===== config.mk =====
export PLATFORM = sky130hd
export DESIGN_NAME = aiir_mac
export DESIGN_NICKNAME = d
export VERILOG_FILES = /design/src/sv/aiir_pkg.sv /design/src/sv/aiir_mac.sv
export SDC_FILE = /design/constraint.sdc
export NUM_CORES = 2
export LEC_CHECK = 0
export BUFFER_PORTS_ARGS = -buffer_cell sky130_fd_sc_hd__buf_4
export CAP_MARGIN = 5
export CORE_MARGIN = 3
export CORE_UTILIZATION = 65
export CTS_CLUSTER_SIZE = 8
export DETAILED_ROUTE_END_ITERATION = 7
export HOLD_SLACK_MARGIN = 0.12
export PLACE_DENSITY = 0.94
export SYNTH_ARGS = -nofsm -noshare
export SYNTH_HDL_FRONTEND = slang
export SYNTH_SLANG_ARGS = --single-unit

===== constraint.sdc =====
create_clock -name clk_i -period 12.3 [get_ports clk_i]
set_clock_uncertainty 0.05 [all_clocks]
set_input_delay 2.46 -clock clk_i [delete_from_list [all_inputs] [get_ports clk_i]]
set_output_delay 2.46 -clock clk_i [all_outputs]
set_load 0.005 [all_outputs]

===== src/sv/aiir_pkg.sv =====
`timescale 1ns / 1ps

package aiir_pkg;

  // Configuration port
  localparam int unsigned CFG_IDX_W  = 2;
  localparam int unsigned CFG_DATA_W = 32;
  localparam int unsigned LR_W       = 32;
  localparam int unsigned WEIGHT_W   = 16;

  typedef enum logic [CFG_IDX_W-1:0] {
    CFG_LR,
    CFG_WEIGHT,
    CFG_FB1,
    CFG_FB2
  } cfg_reg_e;

  localparam logic [LR_W-1:0]     LR_RST     = 32'd2147484;  // ~0.0005 in Q0.32
  localparam logic [WEIGHT_W-1:0] WEIGHT_RST = 16'd13107;    // ~0.2 in Q0.16

  // Filter geometry: three feed-forward taps, gradient reaches two taps further back
  localparam int unsigned TAPS     = 3;
  localparam int unsigned RAW_TAPS = 2 * TAPS - 1;

  // Shared multiplier: 33x33 signed covers every operand pair of the datapath
  localparam int unsigned MUL_W  = 33;
  localparam int unsigned PROD_W = 2 * MUL_W;
  localparam int unsigned ACC_W  = PROD_W + 2;

  // ceil(2^33 / 3): floor(p / 3) = (p * RECIP3) >> 33 for any 32-bit p
  localparam logic [31:0] RECIP3 = 32'hAAAA_AAAB;

  // Gradient magnitude is multiplied in two pieces split at this bit
  localparam int unsigned SPLIT = 24;
  // Upper partial product at or above 2^HS_W always saturates the step
  localparam int unsigned HS_W  = 38;
  // Lower partial product width: SPLIT bits times a 32-bit step
  localparam int unsigned LP_W  = SPLIT + 32;

  // MAC control, issued together with the operands
  typedef struct packed {
    logic en;   // accumulate this product
    logic clr;  // start a new sum with this product
    logic sub;  // subtract instead of add
  } mac_ctrl_t;

  typedef enum logic [1:0] {
    ST_IDLE,
    ST_RUN,
    ST_HOLD
  } aiir_state_e;

endpackage


===== src/sv/aiir_mac.sv =====
`timescale 1ns / 1ps

module aiir_mac
  import aiir_pkg::*;
(
  input  logic                     clk_i,
  input  logic                     rst_ni,
  input  mac_ctrl_t                ctrl_i,
  input  logic signed [MUL_W-1:0]  a_i,
  input  logic signed [MUL_W-1:0]  b_i,
  output logic signed [PROD_W-1:0] prod_o,
  output logic signed [ACC_W-1:0]  acc_o
);

  logic signed [PROD_W-1:0] prod_q;
  logic signed [ACC_W-1:0]  acc_q, acc_d, acc_base, prod_ext;
  mac_ctrl_t                ctrl_q;

  // Product register: one multiply per cycle
  always_ff @(posedge clk_i) begin
    prod_q <= a_i * b_i;
  end

  // Control is registered alongside its product
  always_ff @(posedge clk_i or negedge rst_ni) begin
    if (!rst_ni) begin
      ctrl_q <= '0;
    end else begin
      ctrl_q <= ctrl_i;
    end
  end

  // Accumulate stage
  always_comb begin
    acc_base = ctrl_q.clr ? '0 : acc_q;
    prod_ext = ACC_W'(prod_q);
    acc_d    = ctrl_q.sub ? (acc_base - prod_ext) : (acc_base + prod_ext);
  end

  always_ff @(posedge clk_i) begin
    if (ctrl_q.en) begin
      acc_q <= acc_d;
    end
  end

  assign prod_o = prod_q;
  assign acc_o  = acc_q;

endmodule


==> results.py <==
metrics = {
    "status": {
        "status": "finished clean",
    },
    "yosys": {
        "syn_inst": 5254,
        "yosys-top-cells-count": "inv_1 (1151), fa_1 (1146), nand2_1 (617)",
        "synth-compound-area-share_pct": 6.202,
        "synth_top_area_share_pct": 47.74,
        "synth_top_family_by_area": "adder cells",
        "synth-edff-count": 68,
        "synth_simple_gate_area_share_pct": 16.87,
        "avgSynthCellArea_sq_um": 9.147,
        "synth-adder-area-share_pct": 55.16,
        "synthTopCellsByArea": "fa_1 (48%), inv_1 (9.0%), ha_1 (7.4%)",
        "synth_mux_area_share_pct": 0.04166,
        "synth-main-ff-cell": "edfxtp_1",
        "synth-seq-area-share_pct": 7.155,
        "synth_seq_cells": 137,
        "yosys_warnings": 0,
        "syn_nets": 6756,
        "synth_cell_types": 74,
        "synthXorXnorAreaFrac_pct": 3.572,
        "yosys.area.top_type": "fa_1",
        "synth-async-reset-ratio_pct": 2.190,
        "yosysMostFrequentCell": "inv_1",
        "synthesis.area_sq_um": 48060,
    },
    "place": {
        "gp_congestion": 0.9550,
        "portBuffers": 204,
        "dp_hpwl_um": 109600,
    },
    "sta": {
        "min_period_ns": 10.53,
        "fin_crit_sh_pct": 85.61,
        "tns_ns": 0,
        "relSlewSlack_pct": 40.34,
        "hold_viol": 0,
        "setup_viol": 0,
        "worst-slew-pin-transition_ns": 0.8939,
        "rsz0062_at_grt": "false",
        "report.final.slew_viol_count": 0,
        "clock.fmax_mhz": 94.97,
    },
    "setup_path": {
        "worst_setup_path_end_kind": "flip-flop",
        "crit_end": "prod_o[65]",
        "reg2regPathDepth": 17,
        "ff2ff_setup_slack_ns": 6.19,
        "arrival_ns": 10.81,
        "max_stage_delay_ns": 0.70,
        "cp_common_cell": "fa_1",
        "crit_path_start": "a_i[32]",
        "path_class": "in2reg",
        "required_ns": 12.57,
        "r2r_end": "acc_o[64]",
        "crit_path_top_delay_cell": "inv_1",
        "cp-start-kind": "input port",
        "r2r-start": "prod_o[13]",
        "worstPathMaxFanout": 33,
    },
    "global_routing": {
        "grt_max_degree": 63,
        "grt-ovfl-total": 0,
        "antenna_found_initial": 1,
        "grt_pass1_vias": 41740,
        "grtUsageTotal_pct": 37.31,
        "grt_pass1_wl_um": 223900,
    },
    "drt": {
        "wl_per_cell_um": 22.58,
        "drt_wl_total_um": 140200,
        "drt_iter0_markers": 4138,
        "drc": 0,
        "via_per_inst": 6.084,
        "first_pass_iters": 7,
        "ant_nets": 0,
        "vias": 37760,
    },
    "final_layout": {
        "nets": 6735,
        "final_layout_size_suffix_gt1_share_pct": 5.013,
        "nFillCells": 4994,
        "fin_util_pct": 69.10,
        "syn_to_final_growth_pct": 5.087,
    },
    "clocking": {
        "cts_hold_buf": 0,
        "clockBufferDepth": 2,
        "cts_sinks": 137,
        "clk_latency_ns": 0.44,
        "path_clk_slew_ns": 0.07,
        "h-tree-depth": 4,
        "cts_post_setup_buffers_inserted": 0,
        "cts_tree": "built",
        "ctsResizeCount": 0,
        "cts_buffers": 17,
        "root_buffer": "clkbuf_16",
    },
    "floorplanning": {
        "initial_core_util_pct": 65.76,
        "die_area_sq_um": 77230,
        "core_area_sq_um": 73080,
        "fp-row-count": 99,
        "die_h_um": 277.9,
        "io_pins": 205,
        "die_w_um": 277.9,
    },
    "min_path": {
        "hp-class": "reg2reg",
        "min_from": "ctrl_q[2]",
    },
    "run": {
        "maxCapViolations": 0,
    },
}
## worst max-delay path, delay by kind of cell
family	cells	cell delay [ns]
adders and majority gates	9	4.32
AOI/OAI and AO/OA	9	1.74
and+or+nand+nor	1	0.21
buffers and inverters	8	1.96
xor gates and xnor gates	1	0.07
## worst min-delay path by stage
stage,endpoint,slack [ns],cells past startpoint
6_report,acc_o[67],0.57,0
2_1_floorplan,acc_o[0],0.64,2
3_3_place_gp,acc_o[67],0.55,0
5_1_grt,acc_o[50],0.59,0
3_5_place_dp,acc_o[67],0.56,0
4_1_cts,acc_o[67],0.57,0
## cell type report
type	count	area, sq um	share of cell area (%)
Antenna cell	2	5.005	0.009910
Sequential cell	137	3442	6.816
Multi-Input combinational cell	3713	39330	77.88
Tap cell	959	1200	2.376
Inverter	1152	4324	8.562
Timing Repair Buffer	212	1592	3.151
Clock inverter	11	105.1	0.2081
Clock buffer	21	504.2	0.9984
## sequential cells by signal, indices dropped and copies added, names as in the netlist
signal and count:
ctrl_q 3, acc_o 68, prod_o 66
## layout by cell type, fill, tap and decap left out, types with 4 or more instances in the layout
cell,n
a21boi_0,4
a211o_1,4
a21o_1,68
or3_1,11
o221ai_1,5
o31ai_1,4
a221oi_1,6
buf_4,212
o21bai_1,19
and3_1,10
nor2_1,159
nor4_1,15
nand3_1,22
inv_1,1151
ha_1,285
clkbuf_16,20
nor3_1,48
o41ai_1,5
xor2_1,41
xnor2_1,155
o311ai_0,4
nor2b_1,85
o21a_1,20
a31oi_1,15
o31a_1,7
or4_1,4
edfxtp_1,68
nand4_1,33
fa_1,1146
o211ai_1,7
o21ai_0,82
nand2_1,617
dfxtp_1,66
a211oi_1,8
and2_1,546
o22ai_1,4
a311oi_1,4
nand2b_1,30
a21oi_1,193
## metrics by stage
stage,hold WS [ns],setup slack (ns),cell area (sq um),instances
floorplan,0.6363,2.174,48060,5254
global placement,0.5546,1.700,49890,6173
detailed placement,0.5554,1.501,49890,6173
CTS,0.5729,1.958,50500,6205
global route,0.5896,1.529,50500,6206
finish,0.5682,1.770,50500,6207
## metal layers
layer  global-route usage (%)  wire, um  vias up
met5                        0         0        -
met4                    19.41      9231        0
met2                    58.96     62990     2836
met1                    46.13     47990    18520
li1                         -         -    15620
met3                    12.26     19950      784
## kinds of logic after synthesis
group	after synthesis
xor gates and xnor gates	196
adders and majority gates	1431
muxes	2
AOI/OAI and AO/OA	481
buffers and inverters	1404
and+or+nand+nor	1603
DFF	137
Power is not shown: default switching activity piles up to over one toggle a cycle in this logic, so the estimate is an artifact.
